$ cat src/sv/evad_pkg.sv
// ----------------------------------------------------------------------------
// evad_pkg
// Shared constants for the energy voice activity detector.
// ----------------------------------------------------------------------------
package evad_pkg;

  localparam int unsigned FrameSamples = 512;
  localparam int unsigned SampleW      = 16;
  localparam int unsigned MagW         = 16;
  localparam int unsigned SqW          = 2 * MagW;
  localparam int unsigned SumW         = 41;
  localparam int unsigned AluW         = SumW + 1;
  localparam int unsigned CntW         = 13;
  localparam int unsigned RemW         = CntW;
  localparam int unsigned RunW         = 8;
  localparam int unsigned ThrW         = 31;
  localparam int unsigned MeanW        = 31;
  localparam int unsigned EvW          = 2;
  localparam int unsigned DivCntW      = 6;
  localparam int unsigned AddrW        = 4;
  localparam int unsigned DataW        = 32;
  localparam int unsigned OutDataW     = 40;

  localparam logic [RunW-1:0] RunMax = '1;

  localparam logic [ThrW-1:0] ThrReset     = ThrW'(5000);
  localparam logic [RunW-1:0] SpeechReset  = RunW'(3);
  localparam logic [RunW-1:0] SilenceReset = RunW'(15);

  localparam logic [1:0] RegThreshold = 2'd0;
  localparam logic [1:0] RegSpeechN   = 2'd1;
  localparam logic [1:0] RegSilenceN  = 2'd2;

  localparam logic [EvW-1:0] EvNone  = 2'd0;
  localparam logic [EvW-1:0] EvStart = 2'd1;
  localparam logic [EvW-1:0] EvEnd   = 2'd2;

endpackage

$ cat src/sv/energy_vad_with_hangover_core.sv
// ----------------------------------------------------------------------------
// energy_vad_with_hangover_core
// Frame energy voice activity detector with onset and hangover run counts.
// Each word passes accept, square and accumulate steps before the next is taken.
// Frame end runs a divide (one shared 42-bit adder, one quotient bit per cycle)
// then a decide step that waits for a free output; result word registered on m_axis.
// Reset: rst_ni async low, clears sums, counts, runs, state; config to defaults.
// ----------------------------------------------------------------------------
module energy_vad_with_hangover_core
  import evad_pkg::*;
(
  input  logic                clk_i,
  input  logic                rst_ni,
  // slave stream
  input  logic                s_axis_tvalid,
  output logic                s_axis_tready,
  input  logic [SampleW-1:0]  s_axis_tdata,   // [15:0] sample
  input  logic                s_axis_tlast,   // last_in_frame
  // master stream
  output logic                m_axis_tvalid,
  input  logic                m_axis_tready,
  output logic [OutDataW-1:0] m_axis_tdata,   // [30:0] mean_power, [31] speech_active,
                                              // [33:32] event_res, [39:34] zero
  // config
  input  logic                psel,
  input  logic                penable,
  input  logic                pwrite,
  input  logic [AddrW-1:0]    paddr,
  input  logic [DataW-1:0]    pwdata,
  output logic [DataW-1:0]    prdata,
  output logic                pready
);

  typedef enum logic [2:0] {
    ST_IDLE,
    ST_SQUARE,
    ST_ACC,
    ST_DIV,
    ST_DECIDE
  } state_e;

  state_e               state_q;
  logic [MagW-1:0]      mag_q;
  logic                 last_q;
  logic [SqW-1:0]       sq_q;
  logic [SumW-1:0]      sum_q;
  logic [CntW-1:0]      cnt_q;
  logic [RemW-1:0]      rem_q;
  logic [DivCntW-1:0]   div_cnt_q;
  logic [RunW-1:0]      speech_run_q;
  logic [RunW-1:0]      silence_run_q;
  logic                 active_q;
  logic                 m_valid_q;
  logic [MeanW-1:0]     mean_q;
  logic                 act_out_q;
  logic [EvW-1:0]       ev_q;
  logic [ThrW-1:0]      thr_q;
  logic [RunW-1:0]      speech_n_q;
  logic [RunW-1:0]      silence_n_q;

  logic                 s_hs;
  logic                 cfg_wr;
  logic [MagW-1:0]      mag_d;
  logic [RemW:0]        rem_sh;
  logic [AluW-1:0]      alu_a;
  logic [AluW-1:0]      alu_b;
  logic                 alu_cin;
  logic [AluW-1:0]      alu_sum;
  logic                 div_ge;
  logic [CntW-1:0]      cnt_d;
  logic                 frame_end;
  logic                 loud_frame;
  logic [RunW-1:0]      speech_run_d;
  logic [RunW-1:0]      silence_run_d;
  logic                 active_d;
  logic [EvW-1:0]       ev_d;
  logic                 out_free;

  assign s_axis_tready = (state_q == ST_IDLE);
  assign s_hs          = s_axis_tvalid && s_axis_tready;
  assign m_axis_tvalid = m_valid_q;
  assign m_axis_tdata  = {(OutDataW - MeanW - 1 - EvW)'(0), ev_q, act_out_q, mean_q};
  assign pready        = 1'b1;
  assign cfg_wr        = psel && penable && pwrite && pready;
  assign out_free      = !m_valid_q || m_axis_tready;

  // two's complement magnitude; -32768 maps to 0x8000
  assign mag_d = s_axis_tdata[SampleW-1] ? (~s_axis_tdata + MagW'(1)) : s_axis_tdata;

  // shared adder: accumulate or trial subtract
  assign rem_sh = {rem_q, sum_q[SumW-1]};
  always_comb begin
    if (state_q == ST_DIV) begin
      alu_a   = {(AluW - RemW - 1)'(0), rem_sh};
      alu_b   = ~{(AluW - CntW)'(0), cnt_q};
      alu_cin = 1'b1;
    end else begin
      alu_a   = {1'b0, sum_q};
      alu_b   = {(AluW - SqW)'(0), sq_q};
      alu_cin = 1'b0;
    end
    alu_sum = alu_a + alu_b + AluW'(alu_cin);
  end
  assign div_ge = !alu_sum[AluW-1];

  assign cnt_d     = cnt_q + CntW'(1);
  assign frame_end = last_q || (cnt_d >= CntW'(FrameSamples));

  always_comb begin
    loud_frame    = sum_q > {(SumW - ThrW)'(0), thr_q};
    speech_run_d  = speech_run_q;
    silence_run_d = silence_run_q;
    active_d      = active_q;
    ev_d          = EvNone;
    if (loud_frame) begin
      if (speech_run_q < RunMax) speech_run_d = speech_run_q + RunW'(1);
      silence_run_d = '0;
      if (speech_run_d >= speech_n_q && !active_q) begin
        active_d = 1'b1;
        ev_d     = EvStart;
      end
    end else begin
      if (silence_run_q < RunMax) silence_run_d = silence_run_q + RunW'(1);
      speech_run_d = '0;
      if (silence_run_d >= silence_n_q && active_q) begin
        active_d = 1'b0;
        ev_d     = EvEnd;
      end
    end
  end

  always_comb begin
    unique case (paddr[3:2])
      RegThreshold: prdata = {(DataW - ThrW)'(0), thr_q};
      RegSpeechN:   prdata = {(DataW - RunW)'(0), speech_n_q};
      RegSilenceN:  prdata = {(DataW - RunW)'(0), silence_n_q};
      default:      prdata = '0;
    endcase
  end

  always_ff @(posedge clk_i or negedge rst_ni) begin
    if (!rst_ni) begin
      thr_q       <= ThrReset;
      speech_n_q  <= SpeechReset;
      silence_n_q <= SilenceReset;
    end else if (cfg_wr) begin
      unique case (paddr[3:2])
        RegThreshold: thr_q       <= pwdata[ThrW-1:0];
        RegSpeechN:   speech_n_q  <= pwdata[RunW-1:0];
        RegSilenceN:  silence_n_q <= pwdata[RunW-1:0];
        default: ;
      endcase
    end
  end

  always_ff @(posedge clk_i) begin
    if (s_hs) begin
      mag_q  <= mag_d;
      last_q <= s_axis_tlast;
    end
    if (state_q == ST_SQUARE) sq_q <= mag_q * mag_q;
  end

  always_ff @(posedge clk_i or negedge rst_ni) begin
    if (!rst_ni) begin
      state_q       <= ST_IDLE;
      sum_q         <= '0;
      cnt_q         <= '0;
      rem_q         <= '0;
      div_cnt_q     <= '0;
      speech_run_q  <= '0;
      silence_run_q <= '0;
      active_q      <= 1'b0;
      m_valid_q     <= 1'b0;
      mean_q        <= '0;
      act_out_q     <= 1'b0;
      ev_q          <= EvNone;
    end else begin
      if (m_valid_q && m_axis_tready && state_q != ST_DECIDE) m_valid_q <= 1'b0;
      unique case (state_q)
        ST_IDLE: begin
          if (s_hs) state_q <= ST_SQUARE;
        end
        ST_SQUARE: begin
          state_q <= ST_ACC;
        end
        ST_ACC: begin
          sum_q     <= alu_sum[AluW-1] ? '1 : alu_sum[SumW-1:0];
          cnt_q     <= cnt_d;
          rem_q     <= '0;
          div_cnt_q <= '0;
          state_q   <= frame_end ? ST_DIV : ST_IDLE;
        end
        ST_DIV: begin
          rem_q     <= div_ge ? alu_sum[RemW-1:0] : rem_sh[RemW-1:0];
          sum_q     <= {sum_q[SumW-2:0], div_ge};
          div_cnt_q <= div_cnt_q + DivCntW'(1);
          if (div_cnt_q == DivCntW'(SumW - 1)) state_q <= ST_DECIDE;
        end
        ST_DECIDE: begin
          if (out_free) begin
            speech_run_q  <= speech_run_d;
            silence_run_q <= silence_run_d;
            active_q      <= active_d;
            mean_q        <= sum_q[MeanW-1:0];
            act_out_q     <= active_d;
            ev_q          <= ev_d;
            m_valid_q     <= 1'b1;
            sum_q         <= '0;
            cnt_q         <= '0;
            state_q       <= ST_IDLE;
          end
        end
        default: state_q <= ST_IDLE;
      endcase
    end
  end

`ifndef SYNTHESIS
  a_start_active: assert property (@(posedge clk_i) disable iff (!rst_ni)
    (m_valid_q && ev_q == EvStart) |-> act_out_q)
    else $error("start event with inactive flag");

  a_end_inactive: assert property (@(posedge clk_i) disable iff (!rst_ni)
    (m_valid_q && ev_q == EvEnd) |-> !act_out_q)
    else $error("end event with active flag");

  a_cnt_bound: assert property (@(posedge clk_i) disable iff (!rst_ni)
    cnt_q <= CntW'(FrameSamples))
    else $error("frame count beyond frame length");

  a_busy_after_accept: assert property (@(posedge clk_i) disable iff (!rst_ni)
    s_hs |=> !s_axis_tready)
    else $error("ready while a word is in progress");

  a_runs_exclusive: assert property (@(posedge clk_i) disable iff (!rst_ni)
    (speech_run_q == '0) || (silence_run_q == '0))
    else $error("both run counters nonzero");
`endif

endmodule

$ cat config.mk
export PLATFORM = sky130hd
export DESIGN_NAME = energy_vad_with_hangover_core
export DESIGN_NICKNAME = d
export VERILOG_FILES = /design/src/sv/evad_pkg.sv /design/src/sv/energy_vad_with_hangover_core.sv
export SDC_FILE = /design/constraint.sdc
export NUM_CORES = 1
export LEC_CHECK = 0
export BUFFER_PORTS_ARGS = -buffer_cell sky130_fd_sc_hd__buf_2
export CORE_UTILIZATION = 40
export DETAILED_ROUTE_END_ITERATION = 16
export SETUP_SLACK_MARGIN = 0.5
export SLEW_MARGIN = 40
export SYNTH_ARGS = -nofsm -noshare
export SYNTH_HDL_FRONTEND = slang
export SYNTH_SLANG_ARGS = --single-unit
$ cat constraint.sdc
create_clock -name clk_i -period 6.1 [get_ports clk_i]
set_clock_uncertainty 0.2 [all_clocks]
set_input_delay 0.305 -clock clk_i [delete_from_list [all_inputs] [get_ports clk_i]]
set_output_delay 0.305 -clock clk_i [all_outputs]
set_load 0.01 [all_outputs]
==> results.sh <==
export IMPL_synthTopCellsByArea="dfrtp_1 (20%), fa_1 (16%), ha_1 (11%)"
export IMPL_yosysSeqAreaShare=0.279
export IMPL_drcViolationCount=0
export IMPL_path_max_fanout=5
export IMPL_layout_nets=3090
export IMPL_htree_levels=1
export IMPL_via_count=17342
export IMPL_synth_edff_count=48
export IMPL_violations="negative setup slack"
export IMPL_grt_max_degree=106
export IMPL_ys_top_cells_by_count="nand2_1 (419), inv_1 (324), o21ai_0 (189), ha_1 (186), fa_1 (166)"
export IMPL_max_freq_mhz=162
export IMPL_cp_required_ns=6.21
export IMPL_cts_root_buf="clkbuf_16"
export IMPL_routed_wl_mm=53.5
export IMPL_async_reset_ff_frac=0.784
export IMPL_yosysMostFrequentCell="nand2_1"
export IMPL_grt_first_pass_wirelength_mm=88.7
export IMPL_rr_worst_depth=20
export IMPL_postSynthRegisterBits=222
export IMPL_whs_path_depth=6
export IMPL_slew_headroom=0.509
export IMPL_dieArea_sq_um=53000
export IMPL_tightest_slew_ns=0.729
export IMPL_dp_hpwl_mm=40.9
export IMPL_avgViaCountPerCell=5.13
export IMPL_initial_core_util=0.405
export IMPL_dr_pass1_iters=7
export IMPL_critPathCaptureType="flop"
export IMPL_ys_warn_count=0
export IMPL_yosysUniqueCellTypes=73
export IMPL_drv_slew=0
export IMPL_status="complete, but fails checks"
export IMPL_diodes=0
export IMPL_area_growth_syn_to_layout_pct=20.0
export IMPL_synth_top_area_share=0.196
export IMPL_setup_ws_ns=-0.0903
export IMPL_clock_sinks=222
export IMPL_antenna_left=0
export IMPL_drive_gt1_frac=0.165
export IMPL_cts_tree="done"
export IMPL_cp_data_arrival_time_ns=6.30
export IMPL_antenna_found_initial=0
export IMPL_synth_largest_area_cell="dfrtp_1"
export IMPL_clkLatencyLatePin_ns=0.58
export IMPL_rsz0062_at_grt="yes"
export IMPL_netlist_instances=2440
export IMPL_die_height_um=230
export IMPL_cts_buffer_depth=3
export IMPL_nFillCells=4891
export IMPL_grt_pass1_vias=17659
export IMPL_fin_crit_sh=1.01
export IMPL_drt_iter0_markers=1060
export IMPL_worstHoldPathType="input port to flop"
export IMPL_hold_viol=0
export IMPL_start_kind="flop"
export IMPL_rows=83
export IMPL_grt_usage=0.203
export IMPL_syn_mean_instance_area_sq_um=8.53
export IMPL_gp_congestion=0.907
export IMPL_fp_dieW_um=230
export IMPL_syn_area_sq_um=20800
export IMPL_clk_pin_slew_ns=0.06
export IMPL_cts_buffers=27
export IMPL_fp_coreArea_sq_um=51400
export IMPL_setup_tns_ns=-0.173
export IMPL_num_io_pins=135
export IMPL_portBuffers=123
export IMPL_fin_crit_ns=6.19
export IMPL_gr_total_overflow=0
export IMPL_wl_per_cell_um=15.8
export IMPL_critPathKind="flop to flop"
export IMPL_synth_ff_type="dfrtp_1"
export IMPL_finalSetupViolations=3
export IMPL_drv_cap=0
## worst paths after layout
check,from,end,slack (ns)
max in group asynchronous,rst_ni,mean_q[25],3.83
min,penable,silence_n_q[1],0.14
max,mag_q[8],sq_q[29],-0.09
max reg2reg,mag_q[8],sq_q[29],-0.09
min in group asynchronous,rst_ni,m_axis_tvalid,0.50
min reg2reg,mean_q[7],mean_q[7],0.26
## area by class of cell
type,count,area [sq um],share of cell area
tap,680,851,0.0341
sequential,222,5810,0.233
clock buffer,38,767,0.0307
timing repair buffer,314,2360,0.0947
clock inverter,11,136,0.00546
multi-input combinational,1788,13800,0.554
inverter,325,1220,0.0488
## cell usage in the layout, fill, tap and decap left out, types with 16 or more instances in the layout
master,instances
nand2_1,400
inv_1,304
o21ai_0,186
ha_1,167
dfrtp_1,163
fa_1,161
nor2_1,123
buf_2,122
a21oi_1,115
buf_4,107
xnor2_1,59
dlygate4sd3_1,58
and2_1,53
nand3_1,51
edfxtp_1,48
a21o_1,45
nor3_1,45
nand2b_1,33
xor2_1,31
clkbuf_16,27
inv_2,20
buf_6,20
nand4_1,19
mux2i_1,17
a31oi_1,16
## worst max-delay path, stage by stage (launching register included)
cell and delay, ns:
edfxtp_1 0.46, buf_6 0.19, buf_4 0.14, and2_4 0.16, fa_1 0.51, inv_1 0.05, fa_1 0.49, inv_1 0.05
fa_1 0.55, fa_1 0.43, fa_1 0.53, ha_4 0.21, ha_4 0.24, a21o_1 0.16, and2_4 0.14, or4b_4 0.49
a2111oi_4 0.36, o311ai_4 0.14, a21o_1 0.19, a21oi_2 0.13, xnor2_1 0.09
## metal layers
layer  up-vias  global-route usage  routed length [um]
li1       8498                   -                   -
met1      8361               0.260               23500
met2       395               0.364               26600
met3        88              0.0244                2080
met4         0              0.0478                1280
met5         -                   0                   0
## stage by stage
| stage | instances | util | setup slack [ns] | cell area (sq um) | hold WS, ns |
|---|---|---|---|---|---|
| 3_3_place_gp | 3243 | 0.446 | -0.0608 | 22900 | 0.257 |
| 3_5_place_dp | 3243 | 0.446 | -0.166 | 22900 | 0.198 |
| 2_1_floorplan | 2446 | - | 0.218 | 21200 | -0.191 |
| 5_1_grt | 3378 | 0.486 | -0.231 | 25000 | 0.162 |
| 4_1_cts | 3357 | 0.477 | -0.0961 | 24500 | 0.122 |
| 6_report | 3378 | 0.486 | -0.0903 | 25000 | 0.136 |
## repair_timing
action / in CTS / in global routing
endpoints found under the setup margin: 19 / 25
cloned: 0 / 1
resized for setup: 8 / 81
hold buffers: 57 / 1
buffers inserted: 8 / 18
endpoints found under the hold margin: 152 / 24
pin swaps: 5 / 48
## state kept, by name (all words and copies together), names as in the netlist
signal         cells
ev_q               2
speech_run_q       8
act_out_q          1
rem_q             13
silence_n_q        8
last_q             1
silence_run_q      8
mean_q            31
m_axis_tvalid      1
thr_q             31
sum_q             41
speech_n_q         8
cnt_q             13
mag_q             16
state_q            3
sq_q              31
div_cnt_q          6
## cell families after synthesis
family | count (synthesis) | share of synthesized area
flip-flops | 222 | 0.279
buffers and inverters | 436 | 0.0808
adder cells (fa/ha/maj) | 352 | 0.271
multiplexers | 22 | 0.0109
AND/OR/NAND/NOR | 832 | 0.180
other | 2 | 0.000361
XOR/XNOR | 90 | 0.0379
AO/OA/AOI/OAI | 484 | 0.140
Power is not shown: default switching activity piles up to over one toggle a cycle in this logic, so the estimate is an artifact.
